**config.mk**
```make
export PLATFORM = sky130hd
export DESIGN_NAME = row_transition_band_detector_flat
export DESIGN_NICKNAME = d
export VERILOG_FILES = /design/src/rtl/core/rbd_pkg.sv /design/src/rtl/core/rbd_stream_if.sv /design/src/rtl/core/row_transition_band_detector.sv /design/src/rtl/core/rbd_row_core.sv /design/src/rtl/core/rbd_out_buf.sv /design/src/flat_wrapper.sv
export VERILOG_INCLUDE_DIRS = /design/src /design/src/rtl/core
export SDC_FILE = /design/constraint.sdc
export NUM_CORES = 1
export LEC_CHECK = 0
export BUFFER_PORTS_ARGS = -buffer_cell sky130_fd_sc_hd__buf_2
export CORE_UTILIZATION = 25
export DETAILED_ROUTE_END_ITERATION = 16
export GPL_TIMING_DRIVEN = 0
export PLACE_DENSITY = 0.44
export REMOVE_ABC_BUFFERS = 1
export SYNTH_ARGS = -nofsm -noshare
export SYNTH_HDL_FRONTEND = slang
export SYNTH_SLANG_ARGS = --single-unit
```
**constraint.sdc**
```tcl
create_clock -name clk_i -period 7.3 [get_ports clk_i]
set_input_delay 1.825 -clock clk_i [delete_from_list [all_inputs] [get_ports clk_i]]
set_output_delay 1.825 -clock clk_i [all_outputs]
set_load 0.01 [all_outputs]
```
**src/rtl/core/assert_macros.svh**
```systemverilog
// Assertion macros for the row transition band detector RTL, included by its result buffer.
`ifndef ASSERT_MACROS_SVH
`define ASSERT_MACROS_SVH

// Same-cycle implication, checked on every rising clock edge outside reset.
`define RBD_ASSERT_NOW(label, ante, cons) \
  label: assert property (@(posedge clk_i) disable iff (!rst_ni) (ante) |-> (cons)) \
    else $error("assertion failed");

// Next-cycle implication, checked on every rising clock edge outside reset.
`define RBD_ASSERT_NEXT(label, ante, cons) \
  label: assert property (@(posedge clk_i) disable iff (!rst_ni) (ante) |=> (cons)) \
    else $error("assertion failed");

`endif

```
**src/rtl/core/rbd_pkg.sv**
```systemverilog
// Types and constants of the row transition band detector.
package rbd_pkg;

  localparam int unsigned RowW = 10;
  localparam int unsigned CntW = 10;
  localparam int unsigned QualW = 11;

  typedef logic [RowW-1:0] row_idx_t;
  typedef logic [CntW-1:0] jump_cnt_t;
  typedef logic [QualW-1:0] qual_cnt_t;

  localparam jump_cnt_t RstBandJump = 10'd7;
  localparam row_idx_t RstMinHeight = 10'd8;
  localparam jump_cnt_t RstVerifyJump = 10'd15;
  localparam qual_cnt_t RstMinQual = 11'd15;
  localparam qual_cnt_t QualMax = '1;

  typedef enum logic [1:0] {
    CfgBandJump = 2'd0,
    CfgMinHeight = 2'd1,
    CfgVerifyJump = 2'd2,
    CfgMinQual = 2'd3
  } cfg_reg_e;

  typedef struct packed {
    cfg_reg_e index;
    logic [QualW-1:0] value;
  } cfg_wr_t;

  typedef struct packed {
    jump_cnt_t band_jump_threshold;
    row_idx_t min_band_height;
    jump_cnt_t verify_jump_threshold;
    qual_cnt_t min_qualifying_rows;
  } cfg_set_t;

  typedef struct packed {
    logic pixel_bit;
    logic row_end;
    logic frame_end;
  } pix_t;

  typedef struct packed {
    row_idx_t row_number;
    jump_cnt_t row_jumps;
    logic band_closed;
    row_idx_t band_first_row;
    row_idx_t band_last_row;
    qual_cnt_t qualifying_rows;
    logic frame_done;
    logic plate_like;
  } res_t;

endpackage

```
**src/rtl/core/rbd_stream_if.sv**
```systemverilog
// Valid/ready channel carrying one beat of a typed payload.
interface rbd_stream_if #(
  parameter type payload_t = logic
);
  logic valid;
  logic ready;
  payload_t data;

  modport source (output valid, output data, input ready);
  modport sink (input valid, input data, output ready);
endinterface

```
**src/rtl/core/row_transition_band_detector.sv**
```systemverilog
// Top level of the row transition band detector.
// Takes one binarized pixel beat per clock while pix_i is ready and returns one
// result beat per ended row: the row's last pixel is held in the input register,
// then the count, band and verdict logic writes the two-entry result buffer.
// pix_i stalls only while the skid entry of the buffer is full and the registered
// pixel ends a row. Configuration writes are always ready and apply to the next
// row evaluated.
module row_transition_band_detector #(
  parameter int unsigned MAX_ROW_WIDTH = 1024,
  parameter int unsigned MAX_ROWS = 1024
) (
  input  logic                clk_i,
  input  logic                rst_ni,
  rbd_stream_if.sink          pix_i,
  rbd_stream_if.source        res_o,
  rbd_stream_if.sink          cfg_i
);
  import rbd_pkg::*;

  localparam int unsigned JumpLimInt = (MAX_ROW_WIDTH - 1 > 1023) ? 1023 : MAX_ROW_WIDTH - 1;
  localparam int unsigned LastRowInt = (MAX_ROWS - 1 > 1023) ? 1023 : MAX_ROWS - 1;
  localparam logic [9:0] JumpLim = 10'(JumpLimInt);
  localparam logic [9:0] LastRow = 10'(LastRowInt);

  cfg_set_t cfg_q, cfg_d;
  cfg_wr_t  cfg_wr;
  logic     in_vld_q, in_vld_d;
  pix_t     in_q;
  logic     adv;
  logic     has_res;
  logic     space;
  res_t     res;
  res_t     res_data;
  logic     res_valid;

  assign cfg_wr = cfg_i.data;
  assign cfg_i.ready = 1'b1;

  always_comb begin
    cfg_d = cfg_q;
    if (cfg_i.valid) begin
      case (cfg_wr.index)
        CfgBandJump:   cfg_d.band_jump_threshold = cfg_wr.value[9:0];
        CfgMinHeight:  cfg_d.min_band_height = cfg_wr.value[9:0];
        CfgVerifyJump: cfg_d.verify_jump_threshold = cfg_wr.value[9:0];
        CfgMinQual:    cfg_d.min_qualifying_rows = cfg_wr.value;
        default:       cfg_d = cfg_q;
      endcase
    end
  end

  always_ff @(posedge clk_i or negedge rst_ni) begin
    if (!rst_ni) begin
      cfg_q.band_jump_threshold <= RstBandJump;
      cfg_q.min_band_height <= RstMinHeight;
      cfg_q.verify_jump_threshold <= RstVerifyJump;
      cfg_q.min_qualifying_rows <= RstMinQual;
    end else begin
      cfg_q <= cfg_d;
    end
  end

  // advance the registered beat unless its result has nowhere to go
  assign adv = in_vld_q && (!has_res || space);
  assign pix_i.ready = !in_vld_q || adv;

  always_comb begin
    in_vld_d = in_vld_q;
    if (pix_i.ready) begin
      in_vld_d = pix_i.valid;
    end
  end

  always_ff @(posedge clk_i or negedge rst_ni) begin
    if (!rst_ni) begin
      in_vld_q <= 1'b0;
    end else begin
      in_vld_q <= in_vld_d;
    end
  end

  always_ff @(posedge clk_i) begin
    if (pix_i.ready && pix_i.valid) begin
      in_q <= pix_i.data;
    end
  end

  rbd_row_core #(
    .JumpLim(JumpLim),
    .LastRow(LastRow)
  ) u_core (
    .clk_i    (clk_i),
    .rst_ni   (rst_ni),
    .adv_i    (adv),
    .pix_i    (in_q),
    .cfg_i    (cfg_q),
    .has_res_o(has_res),
    .res_o    (res)
  );

  rbd_out_buf u_out_buf (
    .clk_i  (clk_i),
    .rst_ni (rst_ni),
    .push_i (adv && has_res),
    .data_i (res),
    .space_o(space),
    .valid_o(res_valid),
    .ready_i(res_o.ready),
    .data_o (res_data)
  );

  assign res_o.valid = res_valid;
  assign res_o.data = res_data;

endmodule

```
**src/rtl/core/rbd_row_core.sv**
```systemverilog
// Per-row transition counting, band tracking and frame verdict.
module rbd_row_core #(
  parameter logic [9:0] JumpLim = 10'd1023,
  parameter logic [9:0] LastRow = 10'd1023
) (
  input  logic              clk_i,
  input  logic              rst_ni,
  input  logic              adv_i,
  input  rbd_pkg::pix_t     pix_i,
  input  rbd_pkg::cfg_set_t cfg_i,
  output logic              has_res_o,
  output rbd_pkg::res_t     res_o
);
  import rbd_pkg::*;

  logic      prev_q, prev_d;
  logic      started_q, started_d;
  jump_cnt_t jump_q, jump_d;
  row_idx_t  row_q, row_d;
  logic      band_open_q, band_open_d;
  row_idx_t  band_start_q, band_start_d;
  qual_cnt_t qual_q, qual_d;

  logic      inc;
  jump_cnt_t jumps;
  logic      row_end;
  logic      band_hit;
  logic      closed;
  row_idx_t  span;
  qual_cnt_t qual_new;

  always_comb begin
    inc = started_q && (pix_i.pixel_bit != prev_q) && (jump_q < JumpLim);
    jumps = jump_q + jump_cnt_t'(inc);
    row_end = pix_i.row_end || pix_i.frame_end;
    band_hit = jumps >= cfg_i.band_jump_threshold;
    span = row_q - band_start_q;
    closed = !band_hit && band_open_q && (span >= cfg_i.min_band_height);
    qual_new = ((jumps >= cfg_i.verify_jump_threshold) && (qual_q != QualMax)) ?
               qual_q + qual_cnt_t'(1) : qual_q;

    has_res_o = row_end;
    res_o.row_number = row_q;
    res_o.row_jumps = jumps;
    res_o.band_closed = closed;
    res_o.band_first_row = closed ? band_start_q : '0;
    res_o.band_last_row = closed ? row_q - row_idx_t'(1) : '0;
    res_o.qualifying_rows = qual_new;
    res_o.frame_done = pix_i.frame_end;
    res_o.plate_like = pix_i.frame_end && (qual_new > cfg_i.min_qualifying_rows);

    prev_d = prev_q;
    started_d = started_q;
    jump_d = jump_q;
    row_d = row_q;
    band_open_d = band_open_q;
    band_start_d = band_start_q;
    qual_d = qual_q;
    if (adv_i) begin
      if (!row_end) begin
        prev_d = pix_i.pixel_bit;
        started_d = 1'b1;
        jump_d = jumps;
      end else if (pix_i.frame_end) begin
        prev_d = 1'b0;
        started_d = 1'b0;
        jump_d = '0;
        row_d = '0;
        band_open_d = 1'b0;
        band_start_d = '0;
        qual_d = '0;
      end else begin
        prev_d = 1'b0;
        started_d = 1'b0;
        jump_d = '0;
        row_d = (row_q >= LastRow) ? '0 : row_q + row_idx_t'(1);
        qual_d = qual_new;
        if (band_hit && !band_open_q) begin
          band_open_d = 1'b1;
          band_start_d = row_q;
        end else if (closed) begin
          band_open_d = 1'b0;
        end
      end
    end
  end

  always_ff @(posedge clk_i or negedge rst_ni) begin
    if (!rst_ni) begin
      prev_q <= 1'b0;
      started_q <= 1'b0;
      jump_q <= '0;
      row_q <= '0;
      band_open_q <= 1'b0;
      band_start_q <= '0;
      qual_q <= '0;
    end else begin
      prev_q <= prev_d;
      started_q <= started_d;
      jump_q <= jump_d;
      row_q <= row_d;
      band_open_q <= band_open_d;
      band_start_q <= band_start_d;
      qual_q <= qual_d;
    end
  end

endmodule

```
**src/rtl/core/rbd_out_buf.sv**
```systemverilog
// Two-entry result buffer: output register plus skid register.
module rbd_out_buf (
  input  logic          clk_i,
  input  logic          rst_ni,
  input  logic          push_i,
  input  rbd_pkg::res_t data_i,
  output logic          space_o,
  output logic          valid_o,
  input  logic          ready_i,
  output rbd_pkg::res_t data_o
);
  import rbd_pkg::*;

`include "assert_macros.svh"

  logic main_vld_q, main_vld_d;
  logic skid_vld_q, skid_vld_d;
  res_t main_q, main_d;
  res_t skid_q, skid_d;
  logic pop;

  assign pop = main_vld_q && ready_i;
  assign space_o = !skid_vld_q;
  assign valid_o = main_vld_q;
  assign data_o = main_q;

  always_comb begin
    main_vld_d = main_vld_q;
    skid_vld_d = skid_vld_q;
    main_d = main_q;
    skid_d = skid_q;
    if (skid_vld_q) begin
      if (pop) begin
        main_d = skid_q;
        skid_vld_d = 1'b0;
      end
    end else if (push_i) begin
      if (!main_vld_q || pop) begin
        main_d = data_i;
        main_vld_d = 1'b1;
      end else begin
        skid_d = data_i;
        skid_vld_d = 1'b1;
      end
    end else if (pop) begin
      main_vld_d = 1'b0;
    end
  end

  always_ff @(posedge clk_i or negedge rst_ni) begin
    if (!rst_ni) begin
      main_vld_q <= 1'b0;
      skid_vld_q <= 1'b0;
    end else begin
      main_vld_q <= main_vld_d;
      skid_vld_q <= skid_vld_d;
    end
  end

  always_ff @(posedge clk_i) begin
    main_q <= main_d;
    skid_q <= skid_d;
  end

  `RBD_ASSERT_NOW(a_skid_behind_main, skid_vld_q, main_vld_q)
  `RBD_ASSERT_NOW(a_no_push_when_full, push_i, !skid_vld_q)
  `RBD_ASSERT_NEXT(a_skid_refills_main, skid_vld_q && pop, main_vld_q && !skid_vld_q)
  `RBD_ASSERT_NEXT(a_push_lands, push_i, main_vld_q)

endmodule

```
**src/flat_wrapper.sv**
```systemverilog
// flat-port wrapper written by rule: the top's interface ports become plain ports
module row_transition_band_detector_flat import rbd_pkg::*;
#(
  parameter int unsigned MAX_ROW_WIDTH = 1024,
  parameter int unsigned MAX_ROWS = 1024
)
  (clk_i, rst_ni, pix_i_valid, pix_i_data, pix_i_ready, res_o_valid, res_o_data, res_o_ready, cfg_i_valid, cfg_i_data, cfg_i_ready);
  rbd_stream_if #(.payload_t(pix_t)) pix_i_i ();
  rbd_stream_if #(.payload_t(res_t)) res_o_i ();
  rbd_stream_if #(.payload_t(cfg_wr_t)) cfg_i_i ();
  input  logic clk_i;
  input  logic rst_ni;
  input wire logic [$bits(pix_i_i.valid)-1:0] pix_i_valid;
  input wire logic [$bits(pix_i_i.data)-1:0] pix_i_data;
  output wire logic [$bits(pix_i_i.ready)-1:0] pix_i_ready;
  output wire logic [$bits(res_o_i.valid)-1:0] res_o_valid;
  output wire logic [$bits(res_o_i.data)-1:0] res_o_data;
  input wire logic [$bits(res_o_i.ready)-1:0] res_o_ready;
  input wire logic [$bits(cfg_i_i.valid)-1:0] cfg_i_valid;
  input wire logic [$bits(cfg_i_i.data)-1:0] cfg_i_data;
  output wire logic [$bits(cfg_i_i.ready)-1:0] cfg_i_ready;
  assign pix_i_i.valid = pix_i_valid;
  assign pix_i_i.data = pix_i_data;
  assign pix_i_ready = pix_i_i.ready;
  assign res_o_valid = res_o_i.valid;
  assign res_o_data = res_o_i.data;
  assign res_o_i.ready = res_o_ready;
  assign cfg_i_i.valid = cfg_i_valid;
  assign cfg_i_i.data = cfg_i_data;
  assign cfg_i_ready = cfg_i_i.ready;
  row_transition_band_detector #(.MAX_ROW_WIDTH(MAX_ROW_WIDTH), .MAX_ROWS(MAX_ROWS)) u_core (.clk_i(clk_i), .rst_ni(rst_ni), .pix_i(pix_i_i), .res_o(res_o_i), .cfg_i(cfg_i_i));
endmodule
```
Word level (Yosys, flattened, before mapping)
Cells that the tools add are included.
- register bits after elaboration: 199
- input bits: 21
- word-level logic and storage cells: 115
- add/sub/neg operators: 5
- $lt $le $gt $ge: 6
- equality and inequality tests: 7
- muxes and demuxes: 25
- bitwise gates (word level): 2
- reduce and logical (&&, ||, !) cells: 37
- operator list (operator ; number):
    54-bit 2-to-1 mux ; 4
    10-bit 2-to-1 mux ; 7
    10-bit >= comparator ; 3
    11-bit 2-to-1 mux ; 2
    3-bit AND reduction ; 5
    1-bit 2-to-1 mux ; 12
    11-bit by 1-bit adder with 11-bit output, second input constant ; 1
    11-bit greater-than comparator ; 1
    1-bit logical AND ; 11
    11-bit inequality test, second input constant ; 1
    10-bit by 1-bit adder with 10-bit output ; 1
    10-bit by 1-bit adder with 10-bit output, second input constant ; 1
    10-bit >= comparator, second input constant ; 1
    10-bit < comparator, second input constant ; 1
    2-bit AND reduction ; 5
    10-bit by 1-bit subtractor with 10-bit output, second input constant ; 1
    10-bit subtractor ; 1
    2-bit nonzero test ; 4
    1-bit logical NOT ; 6
    2-bit equality test, second input constant ; 2
    1-bit logical OR ; 4
    2-bit by 1-bit inequality test with 1-bit output, second input constant ; 2
    3-bit nonzero test ; 1
    2-bit by 1-bit equality test with 1-bit output, second input constant ; 1
    3 further kinds ; 4

Longest topological paths before layout
Gate-level depths: netlist of run 1.
- depth in word-level cells: 12
- gate-level depth with buffers: 22
- depth with buffers taken out: 21

By module
From an unflattened synthesis of run 1, not the netlist that was laid out.
- cell total of the unflattened synthesis: 785
- area, all modules: 10226.1 sq um
- modules (own cells, without submodules) (module ; instances ; cells an instance ; area each (sq um) ; sequential area each (sq um)):
    rbd_out_buf ; 1 ; 180 ; 4241.6 ; 3293.2
    rbd_row_core ; 1 ; 503 ; 4122.7 ; 1101.1
    row_transition_band_detector ; 1 ; 102 ; 1861.8 ; 1156.1

Worst setup path before layout of run 1
No wires, ideal clock.
- path kind: in2reg
- start: input port res_o_ready
- end: register u_core.u_out_buf.main_q (netlist bit u_core.u_out_buf.data_o[0]) (enable)
- setup time: 0.484 ns
- arrival time: 4.489 ns
- slack: 2.327 ns
- stages on the path: 2
- buffers on the path: 0
- cells stage by stage: inv_1 -> a21oi_1
- word-level cells in the longest chain between the ends: 4
- elaborated cells on any way between the ends: 5
- classes of those cells: eq/ne: 1; reduce/logical: 4
- ends and longest elaborated chain (item ; RTL line ; text):
    start, declared ; flat_wrapper.sv:18 ; input wire logic [$bits(res_o_i.ready)-1:0] res_o_ready;
    1-bit logical AND * ; rbd_out_buf.sv:22 ; assign pop = main_vld_q && ready_i;
    1-bit logical OR ; rbd_out_buf.sv:38 ; if (!main_vld_q || pop) begin
    2-bit nonzero test (no source line) ; -- ;
    3-bit AND reduction (no source line) * ; -- ;
    end signal, assigned ; rbd_out_buf.sv:61 ; main_q <= main_d;
    end, declared ; rbd_out_buf.sv:18 ; res_t main_q, main_d;
Mark *: on every way between the ends. The rest lies on a longest branch, timed or not.
A chain may end at the register's enable or synchronous reset.

==> results.md, run 1 <==
- Run status: finished, final reports clean
- Sequential-to-total area share from yosys stat: 56.06%
- Number of port buffers: 76
- Hold Slack: 0.4824 ns
- Register-to-register setup slack: 1.43 ns
- Number of enable flip-flop cells after synthesis: 111
- Number of antenna violations at the first check in global routing: 0
- Resized cells post-CTS: 0
- Cell Rows: 72
- Avg Inst Size Synth: 11.69 um^2
- Cell-by-cell trace of the critical path: nand3_1 > o311a_1 > ha_1 > nand3_1 > nor2_1 > nand2_1 > xnor2_1 > ha_1 > a21oi_1 > o21ai_1 > a31oi_2 > a21oi_4 > nand3_1 > xnor2_1 > ha_1 > a211o_1 > o2111ai_1 > a21oi_1 > a2111oi_0 > o41ai_1
- # DRC: 0
- Setup Viol. Count Final: 0
- Ys Warns: 0
- Clock sink total: 199
- Post-synthesis to final-layout area growth: 16.91%
- Instance count after placement with tap cells included: 1410
- Dominant synthesized flop cell: edfxtp_1
- Measured slew at the worst slew-check pin: 1.170 ns
- Cell with the largest stage delay on the worst path: a2111oi_0
- Diode count: 0
- Initial cell density of the core: 25.50%
- Longest individual stage delay on the worst path: 0.59 ns
- Total die area: 40400 um^2
- TritonCTS buffer count: 17
- Min-Delay Startpoint: u_core.u_core.started_q
- CTS tree: built
- Final hold violation count: 0
- Maximum number of pins on one net before global-route repair: 63
- Element type at the critical path end: flip-flop
- Worst min-delay path category: reg -> reg
- Global-route wire length before repair: 37.13 mm
- GRT Overall Usage: 11.88%
- Xor and xnor fraction of the mapped netlist area: 3.627%
- Worst reg2reg endpoint: u_core.u_out_buf.data_o[0]
- Worst Path Arrival: 6.02 ns
- Worst ir drop on vdd: 170.4 uV
- Largest family of logic cells by synthesized area: compound AO/OA/AOI/OAI gates
- NumNets Final: 988
- Crit share post-route: 80.45%
- Worst Setup Start Kind: flip-flop
- Detailed-route vias per instance: 4.406
- Multi-input combinational cell area: 3940 um^2
- CTS hold repair buffers: 0
- Leak: 4.748 nW
- Post CTS Setup Buffer Count: 0
- Synthesized flop and latch total: 199
- Vias in the first global route: 6393
- Number of max-cap violations: 0
- Count of cell types in the netlist: 71
- Core occupancy in the finished layout: 29.81%
- Final Non-Filler Cells: 1442
- Post-place instance area: 10970 um^2
- Boundary Pins: 78
- Critical path data required time: 7.45 ns
- Number of slew-limit violations in the final report: 0
- Mux cell area share after synthesis: 5.889%
- Peak fanout along the critical path: 9
- CTS clock-pin slew for the worst setup and hold paths: 0.07 ns
- Core outline area: 38830 um^2
- Number of detailed-routing iterations run before antenna repair: 4
- Final Routed Wirelength: 23.11 mm
- Worst hold path depth: 2
- HPWL Detailed: 16.11 mm
- Summed area of non-filler cells in the final layout: 11570 um^2
- Slew margin rel.: 22.03%
- Die width: 201.0 um
- Post-detailed-route wirelength per cell: 16.03 um
- Cells after synthesis: 847
- Syn Std Cell Area: 9901 um^2
- Global route overflow: 0
- Post-Synth Adder-Cell Area: 7.153%
- Category of the most critical setup path: reg -> reg
- CTS root buf: clkbuf_16
- Sequential cell area: 5554 um^2
- FILL cells: 3992
- Summed negative setup slack over all endpoints: 0 ns
- # H-tree levels: 4
- Share of the synthesized area in compound gates (AO/OA/AOI/OAI): 12.21%
- Antenna viol nets, final: 0
- Power Dens Cells: 332.2 nW/um^2
- Vert. Die Dim: 201.0 um
- Clock skew: 0.008965 ns
- Fraction of final layout cells with drive strength greater than 1: 20.78%
- Clock buffer depth: 2
- RSZ-0062 raised after global routing: false
- Top achievable clock speed: 0.1703 GHz
- Worst Hold End: u_core.u_core.started_q
- Time the worst path needs with I/O delays and setup: 5.873 ns
- Insertion delay of the later-clocked pin in the worst-skew pair: 0.44 ns
- Number of DRC violations after detailed-routing iteration 0: 307
- Path depth of the worst reg2reg path: 20
- Placer's final routability congestion estimate: 0.7440
- Async SR Flop Fraction: 44.22%
- Start of the worst register-to-register path: u_core.u_core.jump_q[3]
- Vias post-DR: 6353
- Simple-gate portion of the synthesized area: 10.60%
==> per-stage QoR <==
stage	power, mW	setup WS [ns]
after floorplan	2.432	1.785
after global placement	2.856	-1.523
after detailed placement	2.909	1.504
after CTS	3.928	1.450
after global routing	4.135	0.9363
final	3.845	1.427
==> synth_stat cells (4+ instances only) <==
library cell	number	share of area (%)
o21ai_0	40	2.0
xor2_1	12	1.1
a221o_1	11	1.1
nor4_1	13	0.82
o21a_1	4	0.30
xnor2_1	29	2.6
o21ai_1	9	0.45
clkbuf_1	28	1.1
nand2_1	72	2.7
ha_1	55	7.0
nand4_1	9	0.57
o31ai_1	22	1.7
a22o_1	12	1.1
nand3_1	22	1.1
buf_2	5	0.25
inv_1	72	2.7
a21oi_1	18	0.91
nand2b_1	5	0.32
a21o_1	6	0.45
mux2_2	46	5.2
o211ai_1	6	0.45
edfxtp_1	111	34
nor3_1	10	0.51
and3_1	6	0.38
dfstp_2	12	3.2
nor2_1	63	2.4
dfrtp_1	76	19
a41oi_1	4	0.35
mux2_1	4	0.45
==> cell type report <==
cell class / count / share of cell area, %
clock inverter: 11 / 1.265
tap: 518 / 5.599
clock buffer: 21 / 3.978
timing repair buffer: 84 / 4.799
inverter: 72 / 2.335
sequential: 199 / 47.98
multi-input combinational: 537 / 34.04
==> worst max-delay path by stage <==
stage          cells after the start                   startpoint  slack [ns]                          end
2_1_floorplan                      3  u_core.u_out_buf.skid_vld_q        1.78   u_core.u_out_buf.data_o[0]
3_3_place_gp                       3  u_core.u_out_buf.skid_vld_q       -1.52  u_core.u_out_buf.data_o[39]
3_5_place_dp                      19      u_core.u_core.jump_q[3]        1.50   u_core.u_out_buf.data_o[0]
4_1_cts                           19      u_core.u_core.jump_q[3]        1.45   u_core.u_out_buf.data_o[0]
5_1_grt                           19      u_core.u_core.jump_q[3]        0.94   u_core.u_out_buf.data_o[0]
6_report                          20      u_core.u_core.jump_q[3]        1.43   u_core.u_out_buf.data_o[0]
==> metal layers <==
layer	wire, um	GRT usage, %	vias to the layer above
met5	0	0	-
met2	10640	19.07	84
met3	588	2.305	12
li1	-	-	3198
met1	11680	16.41	3059
met4	198	2.808	0
==> kinds of logic (layout without fill, tap and decap cells) <==
| kind of cell | Yosys count | in the layout |
|---|---|---|
| AND/OR/NAND/NOR | 220 | 220 |
| flip-flops | 199 | 199 |
| AO/OA/AOI/OAI | 167 | 167 |
| buffers and inverters | 111 | 188 |
| adder cells (fa/ha/maj) | 56 | 56 |
| multiplexers | 52 | 52 |
| XOR/XNOR | 41 | 41 |
| other | 1 | 1 |
==> critical path: cells and delay by family, from the launching register on <==
kind	cells	cell delay [ns]
AOI/OAI and AO/OA	10	2.58
and+or+nand+nor	5	0.98
adders and majority gates	3	0.88
xor gates and xnor gates	2	0.69
DFF	1	0.45
==> layout by cell type (no fill, tap or decap), types with 13 or more instances in the layout <==
cell       synthesis  layout
edfxtp_1         111     111
o21ai_0           40      40
dfrtp_1           76      75
a21oi_1           18      17
nor2_1            63      63
nor4_1            13      13
clkbuf_16          0      17
nand3_1           22      21
ha_1              55      55
nand2_1           72      72
buf_2              5      75
mux2_2            46      46
o31ai_1           22      22
inv_1             72      72
xnor2_1           29      29
==> sequential cells by signal, indices dropped and copies added (netlist names) <==
register	count
u_core.u_core.row_q	10
u_core.u_out_buf.skid_q	54
u_core.u_out_buf.valid_o	1
u_core.u_core.started_q	1
u_core.cfg_q	41
u_core.u_core.qual_q	11
u_core.u_core.jump_q	10
u_core.u_core.prev_q	1
u_core.u_out_buf.data_o	54
u_core.in_vld_q	1
u_core.u_core.band_open_q	1
u_core.u_out_buf.skid_vld_q	1
u_core.u_core.band_start_q	10
u_core.in_q	3
==> power breakdown <==
group	switching [mW]	leakage (nW)	internal, mW	total, mW
clock	0.438	0.293	0.559	0.997
combinational	0.713	2.30	0.499	1.21
sequential	0.136	2.16	1.50	1.64
No activity file was read; power rests on OpenSTA's default activity.
==> inputs of run 2 (changes only) <==
Settings changed: ABC_AREA set to 1, PLACE_DENSITY 0.44 to 0.45.
Clock period 7.3 ns to 5.3 ns, I/O delays scaled along.
==> results.md, run 2 <==
- Run status: finished, final reports clean
- Top achievable clock speed: 0.2138 GHz
- HPWL Detailed: 16.47 mm
- CTS clock-pin slew for the worst setup and hold paths: 0.07 ns
- Time the worst path needs with I/O delays and setup: 4.677 ns
- Sequential-to-total area share from yosys stat: 55.63%
- Initial cell density of the core: 25.58%
- Cell Rows: 72
- Number of enable flip-flop cells after synthesis: 111
- Core outline area: 39010 um^2
- Dominant cells by area after synthesis: edfxtp_1 (33%), dfrtp_1 (19%), nand2_1 (11%)
- Avg Inst Size Synth: 9.502 um^2
- Biggest area consumer among synthesized cells: edfxtp_1
- Global-route wire length before repair: 38.05 mm
- Number of DRC violations after detailed-routing iteration 0: 350
- CTS tree: built
- Placer's final routability congestion estimate: 0.7756
- Resized cells post-CTS: 1
- Busiest layer in global routing: met2
- Vias in the first global route: 6793
- Worst Hold End: u_core.cfg_q[39]
- Worst Setup Start Kind: flip-flop
- Most repeated cell in the gate-level netlist after synthesis: nand2_1
- Diode count: 0
- Vert. Die Dim: 201.8 um
- Number of slew-limit violations in the final report: 0
- Worst reg2reg endpoint: u_core.u_out_buf.data_o[0]
- Total Power: 4.853 mW
- Number of detailed-routing iterations run before antenna repair: 4
- Longest individual stage delay on the worst path: 0.38 ns
- Antenna viol nets, final: 0
- Category of the most critical setup path: reg -> reg
- Measured slew at the worst slew-check pin: 0.8880 ns
- Critical path data required time: 5.49 ns
- CTS root buf: clkbuf_16
- Insertion delay of the later-clocked pin in the worst-skew pair: 0.45 ns
- RSZ-0062 raised after global routing: false
- Maximum number of pins on one net before global-route repair: 78
- Total die area: 40710 um^2
- Crit share post-route: 88.24%
- Post-detailed-route wirelength per cell: 14.38 um
- Count of cell types in the netlist: 44
- Hold Slack: 0.4891 ns
- Met3 capacity usage during global routing: 2.096%
- Global routing met2 resource utilization: 19.17%
- Most common cell after layout, fill and taps aside: nand2_1
- Final hold violation count: 0
- Element type at the critical path end: flip-flop
- Top cell by count, worst path: nand2_1
- Top cells by count, synth: nand2_1 (281), inv_1 (147), edfxtp_1 (111), o21ai_0 (77), dfrtp_1 (76)
- Core occupancy in the finished layout: 29.61%
- Ys Warns: 0
- CTS hold repair buffers: 0
- Cells after synthesis: 1050
- Clock sink total: 199
- Path depth of the worst reg2reg path: 29
- Slew margin rel.: 40.66%
- Power Dens Cells: 420.2 nW/um^2
- Synthesized flop and latch total: 199
- Post CTS Setup Buffer Count: 0
- GRT Overall Usage: 12.11%
- Number of antenna violations at the first check in global routing: 0
- TritonCTS buffer count: 17
- Peak fanout along the critical path: 12
- Detailed-route vias per instance: 4.212
- Boundary Pins: 78
- Worst Path Arrival: 4.86 ns
- Global route overflow: 0
- Worst min-delay path category: reg -> reg
- Clock buffer depth: 2
- Die width: 201.8 um
- NumNets Final: 1194
- Final Routed Wirelength: 23.69 mm
- Critical path buffer and inverter count: 4
- Dominant synthesized flop cell: edfxtp_1
- Clock skew: 0.01081 ns
- Delay-heaviest family, CP: simple AND/OR/NAND/NOR gates
- # H-tree levels: 4
- Vias post-DR: 6942
- Start of the worst register-to-register path: u_core.u_core.jump_q[7]
- FILL cells: 4096
- Worst hold path depth: 2
- Syn Std Cell Area: 9977 um^2
- Number of gates on the worst path with buffers counted: 29
- Worst ir drop on vdd: 228.7 uV
- Number of max-cap violations: 0
- Async SR Flop Fraction: 44.22%
- Post-synthesis to final-layout area growth: 15.76%
- Met1 capacity usage during global routing: 16.66%
- # DRC: 0
- Setup Viol. Count Final: 0
- Fraction of final layout cells with drive strength greater than 1: 15.31%
- Number of port buffers: 76
- Most frequent cells in the layout: nand2_1 (281), inv_1 (147), edfxtp_1 (111), o21ai_0 (77)
- Cell with the largest stage delay on the worst path: xor2_1
- Register-to-register setup slack: 0.62 ns
- Min-Delay Startpoint: u_core.cfg_q[39]
- Leak: 5.150 nW
- Fraction of post-synthesis cell area in the top cell type by area: 33.41%
-- run 2: cell count changes after synthesis, sizes merged, moves of 10 or more --
cell    previous run  this run
nand2             72       284
inv               72       152
mux2              50         0
o21ai             50        90
nand3             22        58
xnor2             29         3
o31ai             22         0
a21oi             20        36
nor4              15         1
a22o              12         0
a221o             11         0
clkbuf            28        17
xor2              12        22
-- run 2: per-layer routing --
layer	share of wire (%)	wire length, um
met1	50	11760
met4	1.6	369
met5	0	0
met2	46	10930
met3	2.7	638
-- run 2: worst max path at each step --
| stage | start | end | slack [ns] |
|---|---|---|---|
| after global placement | u_core.u_out_buf.skid_vld_q | u_core.u_out_buf.skid_q[23] | -3.04 |
| after CTS | u_core.u_core.jump_q[7] | u_core.u_out_buf.data_o[0] | 0.27 |
| after global routing | u_core.u_core.jump_q[7] | u_core.u_out_buf.data_o[0] | 0.08 |
| after detailed placement | u_core.u_core.jump_q[7] | u_core.u_out_buf.data_o[0] | -0.04 |
| final | u_core.u_core.jump_q[7] | u_core.u_out_buf.data_o[0] | 0.62 |
| after floorplan | u_core.u_out_buf.skid_vld_q | u_core.u_out_buf.skid_q[0] | 0.42 |
-- run 2: cell type report --
type                       count  area (um^2)  share of cell area, %
clock buffer                  20        478.0                  4.138
clock inverter                12        106.4                 0.9208
inverter                     152        570.5                  4.940
multi-input combinational    667         3722                  32.23
sequential                   199         5554                  48.09
tap                          518        648.1                  5.612
timing repair buffer          80        470.5                  4.073
-- run 2: cells by family after synthesis --
| logic type | count (synthesis) | share of synthesized area, % |
|---|---|---|
| other | 1 | 0.03759 |
| xor gates and xnor gates | 25 | 2.195 |
| DFF | 199 | 55.63 |
| and+or+nand+nor | 435 | 19.59 |
| buffers and inverters | 184 | 7.386 |
| AOI/OAI and AO/OA | 150 | 8.064 |
| adders and majority gates | 56 | 7.098 |
-- run 2: tightest hold or removal path: stages, from the launching register on --
cell and delay (ns):
dfrtp_1 0.35, nand2_1 0.05, o21ai_0 0.06
-- run 2: power breakdown --
group,switching (mW),internal (mW),total (mW)
Clock,0.638,0.669,1.31
Combinational,0.886,0.457,1.34
Sequential,0.183,2.02,2.20
-- run 2: through the flow --
stage	cells	cell area, um^2	setup TNS [ns]	setup slack, ns
after floorplan	1018	9811	0	0.4207
after global placement	1612	10840	-311.21	-3.041
after detailed placement	1616	10950	-0.04479	-0.04479
after CTS	1648	11540	0	0.2746
after global routing	1648	11550	0	0.07951
final	1648	11550	0	0.6233
==> inputs of run 3 (changes only) <==
Settings changed: CELL_PAD_IN_SITES_DETAIL_PLACEMENT set to 0, CELL_PAD_IN_SITES_GLOBAL_PLACEMENT set to 1, PLACE_DENSITY 0.45 to 0.54.
==> results.md, run 3 (synthesis results as in run 2) <==
- Run status: finished, final reports clean
- Number of max-cap violations: 0
- Worst reg2reg endpoint: u_core.u_out_buf.data_o[0]
- Leak: 5.160 nW
- Startpoint of the worst setup timing path: u_core.u_core.jump_q[7]
- Worst Setup Start Kind: flip-flop
- Worst ir drop on vdd: 205.6 uV
- Most common cell after layout, fill and taps aside: nand2_1
- Number of DRC violations after detailed-routing iteration 0: 355
- Global route overflow: 0
- FILL cells: 4112
- Post-detailed-route wirelength per cell: 14.50 um
- Cell Rows: 72
- Vias post-DR: 6933
- Post-synthesis to final-layout area growth: 15.94%
- Insertion delay of the later-clocked pin in the worst-skew pair: 0.45 ns
- Critical path data required time: 5.50 ns
- # DRC: 0
- Vias in the first global route: 6865
- # H-tree levels: 4
- Boundary Pins: 78
- Worst Path Arrival: 4.85 ns
- Multi-input combinational cell area: 3722 um^2
- CTS hold repair buffers: 0
- Top cell by count, worst path: nand2_1
- Power Dens Cells: 423.4 nW/um^2
- Category of the most critical setup path: reg -> reg
- HPWL Detailed: 17.07 mm
- Core outline area: 39010 um^2
- Sequential cell area: 5552 um^2
- CTS clock-pin slew for the worst setup and hold paths: 0.08 ns
- Register-to-register setup slack: 0.64 ns
- TritonCTS buffer count: 17
- End point of the critical path: u_core.u_out_buf.data_o[0]
- WL met2: 10.44 mm
- Time the worst path needs with I/O delays and setup: 4.655 ns
- Fraction of final layout cells with drive strength greater than 1: 15.13%
- CTS tree: built
- GRT Overall Usage: 12.25%
- Top achievable clock speed: 0.2148 GHz
- Global-route wire length before repair: 38.60 mm
- Most frequent cells in the layout: nand2_1 (281), inv_1 (147), edfxtp_1 (111), o21ai_0 (77)
- Initial cell density of the core: 25.58%
- Start of the worst register-to-register path: u_core.u_core.jump_q[7]
- CTS root buf: clkbuf_16
- Number of detailed-routing iterations run before antenna repair: 5
- Number of slew-limit violations in the final report: 0
- Post CTS Setup Buffer Count: 0
- Vert. Die Dim: 201.8 um
- Final Routed Wirelength: 23.92 mm
- Final hold violation count: 0
- Longest individual stage delay on the worst path: 0.35 ns
- Clock buffer depth: 2
- Element type at the critical path end: flip-flop
- Summed negative setup slack over all endpoints: 0 ns
- Worst min-delay path category: reg -> reg
- Number of port buffers: 76
- Peak fanout along the critical path: 12
- Clock sink total: 199
- Total Power: 4.897 mW
- Detailed-route vias per instance: 4.204
- Maximum number of pins on one net before global-route repair: 55
- Uppermost layer routed: met4
- NumNets Final: 1194
- Cell with the largest stage delay on the worst path: dfrtp_1
- Slew margin rel.: 42.40%
- Path depth of the worst reg2reg path: 28
- Total die area: 40710 um^2
- Instance count after placement with tap cells included: 1616
- Setup Viol. Count Final: 0
- Clock skew: 0.01275 ns
- Routed met3 length: 748 um
- Placer's final routability congestion estimate: 0.7703
- RSZ-0062 raised after global routing: false
- Die width: 201.8 um
- Final Non-Filler Cells: 1649
- Met1 routed wirelength after detailed routing: 12.49 mm
- Crit share post-route: 87.84%
- Number of antenna violations at the first check in global routing: 1
- Measured slew at the worst slew-check pin: 0.8619 ns
- Antenna viol nets, final: 0
## run 3: area by class of cell
cell class	count	area share, %
Sequential cell	199	47.99
Multi-Input combinational cell	667	32.18
Tap cell	518	5.603
Inverter	152	4.932
Clock buffer	21	4.262
Timing Repair Buffer	80	4.067
Clock inverter	11	0.9410
Antenna cell	1	0.02163
## run 3: timing repair
| action | CTS | global route |
|---|---|---|
| gates resized for setup | 1 | 2 |
| endpoints found under the setup margin | 1 | 2 |
| hold endpoints to repair | 0 | 0 |
## run 3: stage by stage
stage | worst slack [ns] | hold slack [ns] | utilization [%] | area, um^2
floorplan | 0.4207 | 0.4491 | - | 9811
global placement | -2.801 | 0.4676 | 27.79 | 10840
detailed placement | -0.007914 | 0.4705 | 28.06 | 10950
CTS | 0.3212 | 0.4917 | 29.62 | 11550
global route | 0.1493 | 0.5120 | 29.65 | 11560
finish | 0.6447 | 0.4861 | 29.65 | 11570
## run 3: worst min path at each step
stage,start,endpoint,cells past startpoint
3_5_place_dp,u_core.u_core.qual_q[7],u_core.u_core.qual_q[7],2
6_report,u_core.u_core.qual_q[7],u_core.u_core.qual_q[7],2
2_1_floorplan,u_core.u_core.qual_q[7],u_core.u_core.qual_q[7],2
5_1_grt,u_core.cfg_q[9],u_core.cfg_q[9],2
3_3_place_gp,u_core.cfg_q[7],u_core.cfg_q[7],2
4_1_cts,u_core.u_core.qual_q[7],u_core.u_core.qual_q[7],2
## run 3: critical path, delay by kind of cell (launching register included)
| kind | cells | cell delay [ns] |
|---|---|---|
| xor+xnor | 1 | 0.22 |
| flops | 1 | 0.35 |
| compound gates | 5 | 0.79 |
| simple gates | 14 | 1.75 |
| fa+ha+maj | 3 | 0.77 |
| buf+inv | 5 | 0.51 |
## run 3: per-layer routing
layer	track usage [%]	vias to the layer above
met3	2.370	11
met4	3.490	0
met2	18.17	93
met1	17.97	3264
li1	-	3565
met5	0	-
## run 3: where the power goes
part	switching, mW	total [mW]	internal, mW
clock network	0.623	1.35	0.726
logic	0.918	1.38	0.461
registers	0.150	2.17	2.02
